**src/hw/rtl/fpsvm_pkg.sv**
```systemverilog
// ----------------------------------------------------------------------------
// fpsvm_pkg
// Shared types, codes and Q32.32 helpers for the fixed-point stack machine.
// ----------------------------------------------------------------------------
package fpsvm_pkg;

    localparam int CMD_W      = 4;
    localparam int VAL_W      = 64;
    localparam int SLOT_W     = 6;
    localparam int STATUS_W   = 3;
    localparam int IN_DATA_W  = 80;
    localparam int OUT_DATA_W = 72;

    localparam int DEF_STACK_DEPTH = 64;
    localparam int DEF_VAR_SLOTS   = 64;
    localparam int DEF_PROGRAM_MAX = 256;

    localparam logic [VAL_W-1:0] Q_MAX = {1'b0, {(VAL_W-1){1'b1}}};
    localparam logic [VAL_W-1:0] Q_MIN = {1'b1, {(VAL_W-1){1'b0}}};

    typedef enum logic [CMD_W-1:0] {
        CMD_PUSH  = 4'd0,
        CMD_LOAD  = 4'd1,
        CMD_STORE = 4'd2,
        CMD_ADD   = 4'd3,
        CMD_SUB   = 4'd4,
        CMD_MUL   = 4'd5,
        CMD_DIV   = 4'd6,
        CMD_NEG   = 4'd7,
        CMD_HALT  = 4'd8
    } cmd_t;

    typedef enum logic [STATUS_W-1:0] {
        ST_OK       = 3'd0,
        ST_OVERFLOW = 3'd1,
        ST_DIVZERO  = 3'd2,
        ST_MISMATCH = 3'd3,
        ST_UNDEF    = 3'd4,
        ST_LONG     = 3'd5
    } status_t;

    typedef enum logic [2:0] {
        S_IDLE,
        S_EXEC,
        S_MUL,
        S_DIV,
        S_FIN
    } state_t;

    // Magnitude of a two's complement value (the most negative value maps to 2^63).
    function automatic logic [VAL_W-1:0] q_mag(input logic [VAL_W-1:0] a);
        q_mag = a[VAL_W-1] ? (~a + 1'b1) : a;
    endfunction

    // Apply a sign to an unsigned magnitude hi:lo, saturating to the Q32.32 range.
    function automatic logic [VAL_W-1:0] q_signed(input logic [VAL_W-1:0] hi,
                                                  input logic [VAL_W-1:0] lo,
                                                  input logic             neg);
        logic [VAL_W-1:0] lim;
        lim = neg ? Q_MIN : Q_MAX;
        if (hi != '0 || lo > lim)
            q_signed = lim;
        else
            q_signed = neg ? (~lo + 1'b1) : lo;
    endfunction

endpackage

```
**src/hw/rtl/fpsvm_div.sv**
```systemverilog
// ----------------------------------------------------------------------------
// fpsvm_div
// Saturating Q32.32 divider, restoring, one quotient bit per cycle.
// ----------------------------------------------------------------------------
module fpsvm_div (
    input  logic                       clk,
    input  logic                       rst_n,
    input  logic                       start,
    input  logic [fpsvm_pkg::VAL_W-1:0] a,
    input  logic [fpsvm_pkg::VAL_W-1:0] b,
    output logic                       done,
    output logic [fpsvm_pkg::VAL_W-1:0] result
);
    import fpsvm_pkg::*;

    localparam int HALF_W = VAL_W / 2;
    localparam int NUM_W  = 2 * VAL_W;
    localparam int ITER_W = $clog2(NUM_W) + 1;

    logic              busy_reg;
    logic [ITER_W-1:0] iter_reg;
    logic [NUM_W-1:0]  num_reg;
    logic [VAL_W-1:0]  rem_reg;
    logic [VAL_W-1:0]  d_reg;
    logic              neg_reg;
    logic [VAL_W:0]    trial;
    logic              fits;

    // The numerator shifts out at the top while quotient bits shift in below.
    always_comb
    begin
        trial = {rem_reg, num_reg[NUM_W-1]};
        fits  = trial >= {1'b0, d_reg};
    end

    always_ff @(posedge clk or negedge rst_n)
    begin
        if (!rst_n)
        begin
            busy_reg <= 1'b0;
            iter_reg <= '0;
        end
        else if (start)
        begin
            busy_reg <= 1'b1;
            iter_reg <= '0;
        end
        else if (busy_reg)
        begin
            if (iter_reg == ITER_W'(NUM_W))
                busy_reg <= 1'b0;
            else
                iter_reg <= iter_reg + 1'b1;
        end
    end

    always_ff @(posedge clk)
    begin
        if (start)
        begin
            num_reg <= {{HALF_W{1'b0}}, q_mag(a), {HALF_W{1'b0}}};
            d_reg   <= q_mag(b);
            rem_reg <= '0;
            neg_reg <= a[VAL_W-1] ^ b[VAL_W-1];
        end
        else if (busy_reg && iter_reg != ITER_W'(NUM_W))
        begin
            num_reg <= {num_reg[NUM_W-2:0], fits};
            rem_reg <= fits ? VAL_W'(trial - {1'b0, d_reg}) : trial[VAL_W-1:0];
        end
    end

    assign done   = busy_reg && iter_reg == ITER_W'(NUM_W);
    assign result = q_signed(num_reg[NUM_W-1:VAL_W], num_reg[VAL_W-1:0], neg_reg);

endmodule

```
**config.mk**
```make
export PLATFORM = sky130hd
export DESIGN_NAME = fpsvm_div
export DESIGN_NICKNAME = d
export VERILOG_FILES = /design/src/hw/rtl/fpsvm_pkg.sv /design/src/hw/rtl/fpsvm_div.sv
export SDC_FILE = /design/constraint.sdc
export NUM_CORES = 1
export LEC_CHECK = 0
export BUFFER_PORTS_ARGS = -buffer_cell sky130_fd_sc_hd__buf_2
export CORE_MARGIN = 4
export CORE_UTILIZATION = 65
export DETAILED_ROUTE_END_ITERATION = 7
export GPL_TIMING_DRIVEN = 1
export PLACE_DENSITY = 0.87
export SLEW_MARGIN = 20
export SYNTH_ARGS = -nofsm -noshare
export SYNTH_HDL_FRONTEND = slang
export SYNTH_SLANG_ARGS = --single-unit
```
**constraint.sdc**
```tcl
create_clock -name clk -period 11.75 [get_ports clk]
set_input_delay 0.5875 -clock clk [delete_from_list [all_inputs] [get_ports clk]]
set_output_delay 0.5875 -clock clk [all_outputs]
set_load 0.02 [all_outputs]
```
# Word-level counts from Yosys, hierarchy flattened
# Cells that the tools add are included.
[op_classes] mux=14 eq_ne=3 bitwise=4 magnitude_cmp=2 addsub=5 reduce_logical=7
[op_table] cell="$mux W64" n=5
[op_table] cell="$add A64 B1 Y64 const B" n=3
[op_table] cell="$mux W96" n=2
[op_table] cell="$not A64 Y64" n=3
[op_table] cell="$ge A65 B64 Y1" n=1
[op_table] cell="$gt A64 B64 Y1" n=1
[op_table] cell="$reduce_bool A64 Y1" n=1
[op_table] cell="$sub A64 B64 Y64" n=1
[op_table] cell="$mux W63" n=1
[op_table] cell="$mux W8" n=3
[op_table] cell="$add A8 B1 Y8 const B" n=1
[op_table] cell="$eq A8 B8 Y1 const B" n=1
[op_table] cell="$ne A8 B8 Y1 const B" n=1
[op_table] cell="$reduce_bool A2 Y1" n=2
[op_table] cell="$mux W1" n=3
[op_table] cell="$logic_and A1 B1 Y1" n=2
[op_table] cell="$ne A2 B2 Y1 const B" n=1
[op_table] cell="$reduce_and A2 Y1" n=1
[op_table] cell="$logic_or A1 B1 Y1" n=1
[op_table] cell="$xor A1 B1 Y1" n=1
[word_totals] in_bits=131 wordCells=43 out_inout_bits=65 regBits=266

# Depth between registers and ports, before layout
[depth] depth_word=4 mapped_depth=17 depth_no_buf=12

# Least setup slack after synthesis
# No wires, ideal clock.
[synth_path] path_type="register to output" from="reg neg_reg" to="out result[45] (netlist name)" stages_incl_launch_ff=16 setup_slack_ns=5.896 t_required_ns=11.163 arrival_ns=5.267 n_path_buf=5 cell_sequence="edfxtp_1 clkbuf_1 clkinv_1 clkbuf_1 clkbuf_1 ha_1 nand4_1 nor3_1 nand4_1 nor4_1 mux2_2 a21oi_1 clkbuf_1 buf_1 nor3_1 a311oi_1"
[synth_between] elab_chain_len=4 elab_cells_between_ends=5 cone_classes="1 x order compare; 3 x mux; 1 x reduce/logical"
[synth_lines] item="start, declared" line_no="fpsvm_div.sv:25" text="logic neg_reg;"
[synth_lines] item="start signal, assigned" line_no="fpsvm_div.sv:64" text="neg_reg <= a[VAL_W-1] ^ b[VAL_W-1];"
[synth_lines] item="$mux W64" line_no="fpsvm_pkg.sv:60" text="lim = neg ? Q_MIN : Q_MAX;"
[synth_lines] item="$gt A64 B64 Y1" line_no="fpsvm_pkg.sv:61" text="if (hi != '0 || lo > lim)"
[synth_lines] item="$logic_or A1 B1 Y1" line_no="fpsvm_pkg.sv:61"
[synth_lines] item="$mux W64 *" line_no="fpsvm_pkg.sv:61"
[synth_lines] item="end, declared" line_no="fpsvm_div.sv:12" text="output logic [fpsvm_pkg::VAL_W-1:0] result"
# Mark *: on every way between the ends. The rest lies on a longest branch, timed or not.

# Worst setup path in the final report
[layout_path] from="reg neg_reg" to="out result[37] (netlist name)"
# Same word-level chain as after synthesis.

==> results.md <==
* RSZ-0062 raised after global routing: false
* Flops & latches, synth at 266
* Starting DRT DRC Count at about 2,000
* Yosys top cell by area: edfxtp_1
* Initial antenna violation count at 0
* Worst slew pin tran at 1.081 ns
* Clk sinks at 266
* Vias in the first global route at between 15,000 and 20,000
* Max Clk Rate at between 150 and 200 MHz
* P&R area growth vs syn at 9.788%
* Pre-CTS setup slack at around 6 ns
* # diodes at 0
* Die Ht at around 190 um
* Crit Path Category: flop to output pin
* Relative slew margins at 27.28%
* Largest net degree at the start of global routing at between 100 and 150
* CP startpoint kind: flop
* VDD IR max at around 0.13 mV
* Worst path arrival time at 5.87 ns
* Top Ports at just under 200
* Vias per cell at 6.599
* Synth top cells by count: nand2_1 (394), o21ai_0 (264), a21oi_1 (238), nor2_1 (137), ha_1 (133)
* Critical Path RT at roughly 11 ns
* GRT Util Overall at between 30% and 40%
* Final setup violation count at 0
* Final period utilization at a little over half
* Worst Path Max Fanout at around 110
* Hold WC Path Type: input port to flop
* Worst Skew at roughly 0.016 ns
* First-pass GRT wire length at just under 100,000 um
* Core box area at 0.03147 mm2
* Most numerous cell in the Yosys netlist: nand2_1
* Main flop type after synthesis: edfxtp_1
* Std cell rows at 65
* Post-DP HPWL at ~43,000 um
* Syn Std Cell Area at 0.02073 mm2
* Final Max Tran Viols at 0
* Total chip power at between 3 and 4 mW
* Root buffer cell: clkbuf_16
* Clock buffer depth at 3
* Outcome: finished, final reports clean
* CP Capture Type: output pin
* Grt total ovfl at 0
* Number of enable flip-flop cells after synthesis at 129
* Starting density of the core at about two thirds
* Fill cells at about 2,500
* Total Wirelength at slightly below 60,000 um
* Synth cell types at 81
* Clk_lat worst skew at about 0.56 ns
* Syn nets at around 2,900
* Max reg flops at 128
* Power Dens Cells at 169.3 mW/mm2
* Synth Instances at approximately 2,600
* Synth Warn # at 0
* Synth async-reset ratio at under 10%
* Maxcap violations at 0
* CTS tree: done
* Final antenna-violating net count at 0
* Average wire per standard cell at around 19 um
* Post-Syn Area per Cell at between 7 and 8 um2
* Layout cells sized above 1 at between 10% and 20%
* Worst Slack Setup Final at about 5.3 ns
* Synth top area share at a little under a fifth
* Leak at about 9.2 nW
* Synth area leaders: edfxtp_1 (19%), dfxtp_1 (12%), ha_1 (8.0%)
* PortBufs at between 150 and 200
* DR pass1 iterations at 6
* CTS H-tree lvls at 1
* Die Span X at 186.6 um
* Post-route minimum period at 6.461 ns
* DR vias at ~21,000
* Die area at around 0.035 mm2
* Register area at ~0.0067 mm2
* Post_cts resized at 0
* CTS Buf Count at 29
* Multi-input gate area at ~0.013 mm2
* Final setup TNS at 0 ns
* Post-route DRC at 0
* Hold Vio Cnt, Final at 0
* GPL Wtd Cong at about 0.94
* Final net count at 2,953
* Seq/Total Area, Yosys at ~32%
* Clk slew on worst S/H paths at 0.06 ns
==> per-stage QoR <==
step / utilization (%) / cells / hold WS, ns / instance area, um2
detailed placement: 69.28 / 3058 / 0.4442 / 21800
finish: 72.32 / 3113 / 0.2564 / 22760
global placement: 69.28 / 3058 / 0.4408 / 21800
CTS: 72.29 / 3113 / 0.2386 / 22750
floorplan: - / 2593 / 0.2919 / 20730
global route: 72.32 / 3113 / 0.2456 / 22760
==> worst paths after layout <==
path | start | to | slack, ns | cells past startpoint
min in group asynchronous | rst_n | iter_reg[6] | 0.40 | 2
max in group asynchronous | rst_n | iter_reg[1] | 11.17 | 2
hold / removal | b[0] | d_reg[0] | 0.26 | 1
hold reg to reg | num_reg[115] | num_reg[116] | 0.47 | 2
setup / recovery | neg_reg | result[37] | 5.29 | 13
setup reg to reg | d_reg[60] | rem_reg[34] | 7.02 | 11
==> worst max-delay path, cell delays in order (launching register included) <==
cell and delay [ns]:
edfxtp_1 0.93, inv_2 0.05, buf_4 0.36, ha_1 0.39, nand4_1 0.13, nor3_1 0.26, nand4_1 0.18, nor4_1 0.67
mux2_2 0.43, a21oi_4 0.10, buf_4 0.70, and2_1 0.65, o21bai_1 0.20, buf_2 0.19
==> placed cells by master (no fill, tap or decap), types with 16 or more instances in the layout <==
| master | count |
|---|---|
| nand2_1 | 393 |
| o21ai_0 | 264 |
| a21oi_1 | 237 |
| buf_2 | 193 |
| nor2_1 | 134 |
| ha_1 | 133 |
| xnor2_1 | 132 |
| edfxtp_1 | 129 |
| dfxtp_1 | 128 |
| inv_1 | 100 |
| nand4_1 | 55 |
| a21o_1 | 53 |
| o31ai_1 | 50 |
| xor2_1 | 49 |
| nor3_1 | 48 |
| nor4_1 | 47 |
| mux2i_1 | 47 |
| nand3_1 | 42 |
| or3_1 | 41 |
| clkbuf_16 | 30 |
| o41ai_1 | 24 |
| a31oi_1 | 23 |
| nand2b_1 | 21 |
| a211oi_1 | 20 |
| or4_1 | 18 |
| and3_1 | 17 |
| o211ai_1 | 16 |
| buf_4 | 16 |
==> where the power goes <==
| group | switching, mW | internal, mW |
|---|---|---|
| clock network | 0.380 | 0.514 |
| logic | 1.06 | 0.641 |
| registers | 0.131 | 1.13 |
| total | 1.57 | 2.28 |
==> cell type report <==
| cell class | count | area share, % |
|---|---|---|
| Inverter | 103 | 1.698 |
| Clock inverter | 10 | 0.2858 |
| Sequential cell | 266 | 29.26 |
| Timing Repair Buffer | 211 | 4.864 |
| Clock buffer | 44 | 3.837 |
| Multi-Input combinational cell | 2077 | 57.84 |
| Tap cell | 402 | 2.210 |
==> repair_timing <==
action	in CTS	in global routing
buffers inserted	0	0
hold buffers	1	0
endpoints found under the hold margin	9	0
==> cells by family after synthesis <==
family          Yosys count  share of synthesized area [%]
simple gates            894                          20.72
compound gates          814                          24.14
flops                   266                          32.13
buf+inv                 250                          4.592
xor+xnor                181                          7.646
fa+ha+maj               134                          8.123
mux                      54                          2.649
==> layer usage <==
metal / vias up / wire length, um / part of all wire (%) / track usage (%)
met5: - / 0 / 0 / 0
met4: 0 / 2290 / 3.8 / 11.46
met3: 171 / 5063 / 8.5 / 4.377
met2: 946 / 27960 / 47 / 55.12
met1: 9718 / 24230 / 41 / 42.62
li1: 9708 / - / - / -
(Power assumes the default switching activity.)
