$ cat src/hw/rtl/fpsvm_pkg.sv
// ----------------------------------------------------------------------------
// fpsvm_pkg
// Shared types, codes and Q32.32 helpers for the fixed-point stack machine.
// ----------------------------------------------------------------------------
package fpsvm_pkg;

    localparam int CMD_W      = 4;
    localparam int VAL_W      = 64;
    localparam int SLOT_W     = 6;
    localparam int STATUS_W   = 3;
    localparam int IN_DATA_W  = 80;
    localparam int OUT_DATA_W = 72;

    localparam int DEF_STACK_DEPTH = 64;
    localparam int DEF_VAR_SLOTS   = 64;
    localparam int DEF_PROGRAM_MAX = 256;

    localparam logic [VAL_W-1:0] Q_MAX = {1'b0, {(VAL_W-1){1'b1}}};
    localparam logic [VAL_W-1:0] Q_MIN = {1'b1, {(VAL_W-1){1'b0}}};

    typedef enum logic [CMD_W-1:0] {
        CMD_PUSH  = 4'd0,
        CMD_LOAD  = 4'd1,
        CMD_STORE = 4'd2,
        CMD_ADD   = 4'd3,
        CMD_SUB   = 4'd4,
        CMD_MUL   = 4'd5,
        CMD_DIV   = 4'd6,
        CMD_NEG   = 4'd7,
        CMD_HALT  = 4'd8
    } cmd_t;

    typedef enum logic [STATUS_W-1:0] {
        ST_OK       = 3'd0,
        ST_OVERFLOW = 3'd1,
        ST_DIVZERO  = 3'd2,
        ST_MISMATCH = 3'd3,
        ST_UNDEF    = 3'd4,
        ST_LONG     = 3'd5
    } status_t;

    typedef enum logic [2:0] {
        S_IDLE,
        S_EXEC,
        S_MUL,
        S_DIV,
        S_FIN
    } state_t;

    // Magnitude of a two's complement value (the most negative value maps to 2^63).
    function automatic logic [VAL_W-1:0] q_mag(input logic [VAL_W-1:0] a);
        q_mag = a[VAL_W-1] ? (~a + 1'b1) : a;
    endfunction

    // Apply a sign to an unsigned magnitude hi:lo, saturating to the Q32.32 range.
    function automatic logic [VAL_W-1:0] q_signed(input logic [VAL_W-1:0] hi,
                                                  input logic [VAL_W-1:0] lo,
                                                  input logic             neg);
        logic [VAL_W-1:0] lim;
        lim = neg ? Q_MIN : Q_MAX;
        if (hi != '0 || lo > lim)
            q_signed = lim;
        else
            q_signed = neg ? (~lo + 1'b1) : lo;
    endfunction

endpackage

$ cat src/hw/rtl/fpsvm_mul.sv
// ----------------------------------------------------------------------------
// fpsvm_mul
// Saturating Q32.32 multiplier built from four 32x32 partial products.
// ----------------------------------------------------------------------------
module fpsvm_mul (
    input  logic                       clk,
    input  logic                       rst_n,
    input  logic                       start,
    input  logic [fpsvm_pkg::VAL_W-1:0] a,
    input  logic [fpsvm_pkg::VAL_W-1:0] b,
    output logic                       done,
    output logic [fpsvm_pkg::VAL_W-1:0] result
);
    import fpsvm_pkg::*;

    localparam int HALF_W = VAL_W / 2;
    localparam int ACC_W  = 2 * VAL_W;

    logic              busy_reg;
    logic [2:0]        step_reg;
    logic [VAL_W-1:0]  x_reg;
    logic [VAL_W-1:0]  y_reg;
    logic              neg_reg;
    logic [VAL_W-1:0]  prod_reg;
    logic [1:0]        sel_reg;
    logic [ACC_W-1:0]  acc_reg;
    logic [HALF_W-1:0] xp;
    logic [HALF_W-1:0] yp;
    logic [ACC_W-1:0]  prod_sh;

    // Step k multiplies x half k[1] by y half k[0].
    always_comb
    begin
        xp = step_reg[1] ? x_reg[VAL_W-1:HALF_W] : x_reg[HALF_W-1:0];
        yp = step_reg[0] ? y_reg[VAL_W-1:HALF_W] : y_reg[HALF_W-1:0];
        case (sel_reg)
            2'd0:    prod_sh = {{VAL_W{1'b0}}, prod_reg};
            2'd3:    prod_sh = {prod_reg, {VAL_W{1'b0}}};
            default: prod_sh = {{HALF_W{1'b0}}, prod_reg, {HALF_W{1'b0}}};
        endcase
    end

    always_ff @(posedge clk or negedge rst_n)
    begin
        if (!rst_n)
        begin
            busy_reg <= 1'b0;
            step_reg <= '0;
        end
        else if (start)
        begin
            busy_reg <= 1'b1;
            step_reg <= '0;
        end
        else if (busy_reg)
        begin
            if (step_reg == 3'd5)
                busy_reg <= 1'b0;
            else
                step_reg <= step_reg + 3'd1;
        end
    end

    always_ff @(posedge clk)
    begin
        if (start)
        begin
            x_reg   <= q_mag(a);
            y_reg   <= q_mag(b);
            neg_reg <= a[VAL_W-1] ^ b[VAL_W-1];
            acc_reg <= '0;
        end
        else if (busy_reg)
        begin
            if (step_reg < 3'd4)
            begin
                prod_reg <= xp * yp;
                sel_reg  <= step_reg[1:0];
            end
            if (step_reg >= 3'd1 && step_reg <= 3'd4)
                acc_reg <= acc_reg + prod_sh;
        end
    end

    assign done   = busy_reg && step_reg == 3'd5;
    assign result = q_signed({{HALF_W{1'b0}}, acc_reg[ACC_W-1:ACC_W-HALF_W]},
                             acc_reg[ACC_W-HALF_W-1:HALF_W], neg_reg);

endmodule

$ cat config.mk
export PLATFORM = sky130hd
export DESIGN_NAME = fpsvm_mul
export DESIGN_NICKNAME = d
export VERILOG_FILES = /design/src/hw/rtl/fpsvm_pkg.sv /design/src/hw/rtl/fpsvm_mul.sv
export SDC_FILE = /design/constraint.sdc
export NUM_CORES = 2
export LEC_CHECK = 0
export BUFFER_PORTS_ARGS = -buffer_cell sky130_fd_sc_hd__buf_2
export CORE_MARGIN = 10
export CORE_UTILIZATION = 65
export DETAILED_ROUTE_END_ITERATION = 6
export PLACE_DENSITY = 0.82
export SLEW_MARGIN = 20
export SYNTH_ARGS = -nofsm -noshare
export SYNTH_HDL_FRONTEND = slang
export SYNTH_SLANG_ARGS = --single-unit
$ cat constraint.sdc
create_clock -name clk -period 25.1 [get_ports clk]
set_clock_uncertainty 0.05 [all_clocks]
set_input_delay 1.255 -clock clk [delete_from_list [all_inputs] [get_ports clk]]
set_output_delay 1.255 -clock clk [all_outputs]
set_load 0.03 [all_outputs]
==> Yosys cells after proc, flatten, opt, wreduce, memory -nomap -nowiden <==
Index checks and enable logic that the tools add are counted.
W data, S select, Z words.
{ "word_totals": {"reg_bits": 327, "out_inout_bits": 65} }
{ "classes": {"multipliers": 1, "n_reduce_logical": 9, "muxes": 14, "n_eq_ne": 3, "addsub": 5, "magnitude_cmp": 4, "bitwise": 5} }
{ "op_table": {"columns": ["operator", "count"], "rows": [
  ["$pmux W128 S2", 1],
  ["$add A64 B1 Y64 const B", 3],
  ["$mux W64", 3],
  ["$not A64 Y64", 3],
  ["$add A128 B128 Y128", 1],
  ["$mux W63", 2],
  ["$gt A64 B64 Y1", 1],
  ["$mul A32 B32 Y64", 1],
  ["$mux W32", 2],
  ["$reduce_bool A32 Y1", 1],
  ["$mux W3", 3],
  ["$reduce_and A2 Y1", 2],
  ["$add A3 B1 Y3 const B", 1],
  ["$eq A3 B3 Y1 const B", 1],
  ["$ge A3 B1 Y1 const B", 1],
  ["$le A3 B3 Y1 const B", 1],
  ["$lt A3 B3 Y1 const B", 1],
  ["$mux W1", 3],
  ["$reduce_and A3 Y1", 1],
  ["$eq A2 B2 Y1 const B", 1],
  ["$logic_and A1 B1 Y1", 2],
  ["$logic_not A2 Y1", 1],
  ["$ne A2 B2 Y1 const B", 1],
  ["$reduce_bool A2 Y1", 1],
  ["3 further kinds", 3]
]} }

==> Logic depth before layout (Yosys ltp) <==
{ "logic_depth": {"word_depth": 4, "ltp_mapped": 34} }

==> Worst setup path after synthesis <==
No wires, ideal clock.
{ "synth_timing": {"path_kind": "flip-flop to flip-flop", "start": "register step_reg[0]", "end": "register prod_reg[62] (data pin)", "t_required_ns": 24.780, "synth_period_minus_slack_ns": 8.966, "arrival_ns": 8.646, "setup_slack_ns": 16.134, "path_stages_with_launch": 32, "path_cell_list": "dfrtp_1 -> clkbuf_1 -> buf_1 -> mux2i_1 -> clkbuf_1 -> nor2_1 -> fa_1 -> fa_1 -> fa_1 -> inv_1 -> fa_1 -> inv_1 -> fa_1 -> inv_1 -> fa_1 -> inv_1 -> fa_1 -> inv_1 -> fa_1 -> inv_1 -> ha_1 -> and2_1 -> nand3_1 -> nor2_1 -> nand2_1 -> o31ai_1 -> a21o_1 -> a21oi_1 -> o21ai_0 -> a21oi_1 -> o2111ai_1 -> or3b_2"} }
{ "synth_between": {"elab_chain_cells": 2} }
{ "synth_lines": {"columns": ["element", "line", "rtl"], "rows": [
  ["from (decl)", "fpsvm_mul.sv:20", "logic [2:0] step_reg;"],
  ["from (signal assigned)", "fpsvm_mul.sv:60", "step_reg <= step_reg + 3'd1;"],
  ["$mux W32", "fpsvm_mul.sv:35", "yp = step_reg[0] ? y_reg[VAL_W-1:HALF_W] : y_reg[HALF_W-1:0];"],
  ["$mul A32 B32 Y64", "fpsvm_mul.sv:77", "prod_reg <= xp * yp;"],
  ["to (signal assigned)", "fpsvm_mul.sv:77", null],
  ["to (decl)", "fpsvm_mul.sv:24", "logic [VAL_W-1:0] prod_reg;"]
]} }
No other way between the ends.
A chain may end at the register's enable or synchronous reset.

==> Worst setup path after layout <==
{ "layout_timing": {"start": "register step_reg[1]", "end": "register prod_reg[51] (data pin)"} }
{ "layout_between": {"elab_chain_cells": 2} }
{ "layout_lines": {"columns": ["element", "line", "rtl"], "rows": [
  ["$mux W32", "fpsvm_mul.sv:34", "xp = step_reg[1] ? x_reg[VAL_W-1:HALF_W] : x_reg[HALF_W-1:0];"],
  ["$mul A32 B32 Y64", "fpsvm_mul.sv:77", null]
]} }
No other way between the ends.

==> impl_metrics.yaml <==
clock_tree:
  htree_levels: 2
  cts.clk_slew.worst_paths_ns: 0.06
  cts_buffers: 41
  cts-hold-fix-buffers: 0
  cts_tree: "built"
  post_cts_resized: 0
  cts_setup_buffers: 0
  cts_root_buf: "clkbuf_16"
  clock_latency_ns: 0.63
  cts_buffer_depth: 3
  cts.sinks: 327
placed_design:
  globalplace.congestion: 1.073
  port_buffers: 195
  hpwl_um: 161600
logic_synthesis:
  ys_warn_count: 0
  synth.distinct_cells: 94
  ys_ff_latch: 327
  syn_nets: 8479
  synth-edff-count: 195
  async_flop_share_pct: 1.223
  synthFlopType: "edfxtp_1"
  syn_area_per_cell_um2: 8.497
  yosysSeqAreaShare_pct: 14.34
  syn-cell-area_mm2: 0.05939
  synthCells: 6989
worst_setup_path:
  crit_arrival_ns: 10.45
  critical_path_class: "reg2reg"
  end_kind: "register"
  critical_path_peak_fanout: 52
  start_kind: "register"
  crit_required_ns: 25.42
timing:
  worst_pin_slew_ns: 1.238
  post-route-period-util_pct: 40.35
  finalSetupTns_ns: 0
  fin_crit_ns: 10.13
  drv_slew: 0
  setup_viol: 0
  rsz0062_at_grt: "no"
  fmax_mhz: 98.74
  slew_headroom_pct: 16.58
  hold_viol_final: 0
status:
  violations: "design-rule violations"
  status: "finished with violations"
routing:
  ant_nets: 0
  vias: 52580
  viasPerCell: 6.432
  drtIter0Drc: 5817
  drc: 23
  drt_pre_antenna_iters: 7
  wirelength_um: 208400
  wl_per_cell_um: 25.50
floorplan:
  dieArea_mm2: 0.1039
  start_util_pct: 65.78
  io_pins: 196
  die_x_um: 322.3
  fp-row-count: 110
  design.core.area_mm2: 0.09029
  die_h_um: 322.3
global_routing:
  grt_pass1_vias: 53970
  grt_max_degree: 100
  track_usage_pct: 40.20
  grt.overflow.total: 0
  grt_antenna_before_repair: 7
  grt_first_pass_wirelength_um: 317700
hold_path:
  hp-class: "in2async"
final_layout:
  area_growth_pct: 5.806
  layout.nets: 8452
  largest_reg_flops: 128
  mostFrequentLayoutCells: "inv_1, nand2_1, fa_1"
  final_common_cell: "inv_1"
  drive_gt1_share_pct: 7.494
run:
  drv_cap: 0
[synth_stat cells (all sizes together), types with 27 or more instances]
| library cell | number | area, um2 |
|---|---|---|
| a211oi | 32 | 240.2 |
| clkbuf | 323 | 1212 |
| xor2 | 65 | 569.3 |
| o21bai | 57 | 427.9 |
| inv | 963 | 3615 |
| nand3 | 52 | 260.3 |
| nand4 | 95 | 594.3 |
| o21ai | 296 | 1496 |
| nand2b | 34 | 227.7 |
| a21o | 164 | 1231 |
| a22o | 35 | 306.5 |
| nor4 | 43 | 290.3 |
| mux2i | 65 | 650.6 |
| nor2 | 771 | 2894 |
| xnor2 | 232 | 2032 |
| nor3 | 75 | 375.4 |
| and2 | 85 | 531.8 |
| mux2 | 71 | 799.5 |
| nand2 | 920 | 3456 |
| or3 | 78 | 514.2 |
| o31ai | 59 | 457.9 |
| ha | 462 | 5781 |
| buf | 27 | 107.6 |
| fa | 897 | 17960 |
| edfxtp | 195 | 5856 |
| dfxtp | 128 | 2562 |
| nor2b | 32 | 200.2 |
| a21oi | 412 | 2062 |
| or2 | 29 | 183.9 |
[logic make-up after synthesis]
kind of cell | synth area share, %
AND/OR/NAND/NOR | 17.25
adder cells (fa/ha/maj) | 39.97
flip-flops | 14.34
XOR/XNOR | 4.380
AO/OA/AOI/OAI | 13.30
buffers and inverters | 8.316
multiplexers | 2.442
[critical path, cell delays in order (launching register included)]
cell	delay [ns]
dfrtp_4	0.61
buf_4	0.75
mux2i_2	0.89
buf_4	0.37
nor2_1	0.09
fa_1	0.55
fa_1	0.53
inv_1	0.05
fa_1	0.46
fa_1	0.51
inv_1	0.05
fa_1	0.56
fa_1	0.44
fa_1	0.53
fa_1	0.44
ha_1	0.42
a21o_1	0.20
a21o_1	0.17
a21oi_1	0.19
o31ai_1	0.14
a2111oi_0	0.63
o211ai_1	0.20
o2111ai_1	0.30
a41oi_1	0.21
o31a_1	0.31
nor2_1	0.11
xnor2_1	0.07
[per-stage QoR]
step	setup slack [ns]	std cells	hold WS (ns)	util (%)	cell area [um2]
after floorplan	16.13	6989	0.3862	-	59390
after global placement	15.22	8095	0.3933	68.03	61430
after detailed placement	15.08	8095	0.4004	68.04	61430
after CTS	15.07	8168	0.3742	69.58	62820
after global routing	14.64	8171	0.3906	69.59	62830
final	14.97	8174	0.3945	69.60	62840
[layer usage]
metal / up-vias / track usage (%) / part of all wire (%)
li1: 22870 / - / -
met4: 2 / 27.53 / 8.6
met1: 25370 / 46.06 / 35
met5: - / 0.2834 / 0.0062
met3: 929 / 13.87 / 12
met2: 3406 / 63.11 / 44
[area by class of cell]
type | count | area (um2)
Multi-Input combinational cell | 5348 | 46190
Fill cell | 7238 | 27450
Sequential cell | 327 | 8526
Inverter | 964 | 3618
Timing Repair Buffer | 280 | 1623
Tap cell | 1176 | 1471
Clock buffer | 51 | 1095
Clock inverter | 22 | 299.0
Antenna cell | 6 | 15.01
[final timing paths]
| check | end | slack [ns] | from | cells past startpoint |
|---|---|---|---|---|
| min reg2reg | acc_reg[23]$_SDFFE_PP0P_ | 0.41 | acc_reg[23]$_SDFFE_PP0P_ | 2 |
| min | step_reg[1]$_DFFE_PN0P_ | 0.39 | rst_n | 1 |
| max in group asynchronous | step_reg[0]$_DFFE_PN0P_ | 24.47 | rst_n | 1 |
| max | prod_reg[51]$_DFFE_PP_ | 14.97 | step_reg[1]$_DFFE_PN0P_ | 26 |
| max reg2reg | prod_reg[51]$_DFFE_PP_ | 14.97 | step_reg[1]$_DFFE_PN0P_ | 26 |
| min in group clk | acc_reg[23]$_SDFFE_PP0P_ | 0.41 | acc_reg[23]$_SDFFE_PP0P_ | 2 |
Power is left out: the tool's default activity adds up to more than one toggle a clock period on the data nets, which glitch-free logic cannot reach.
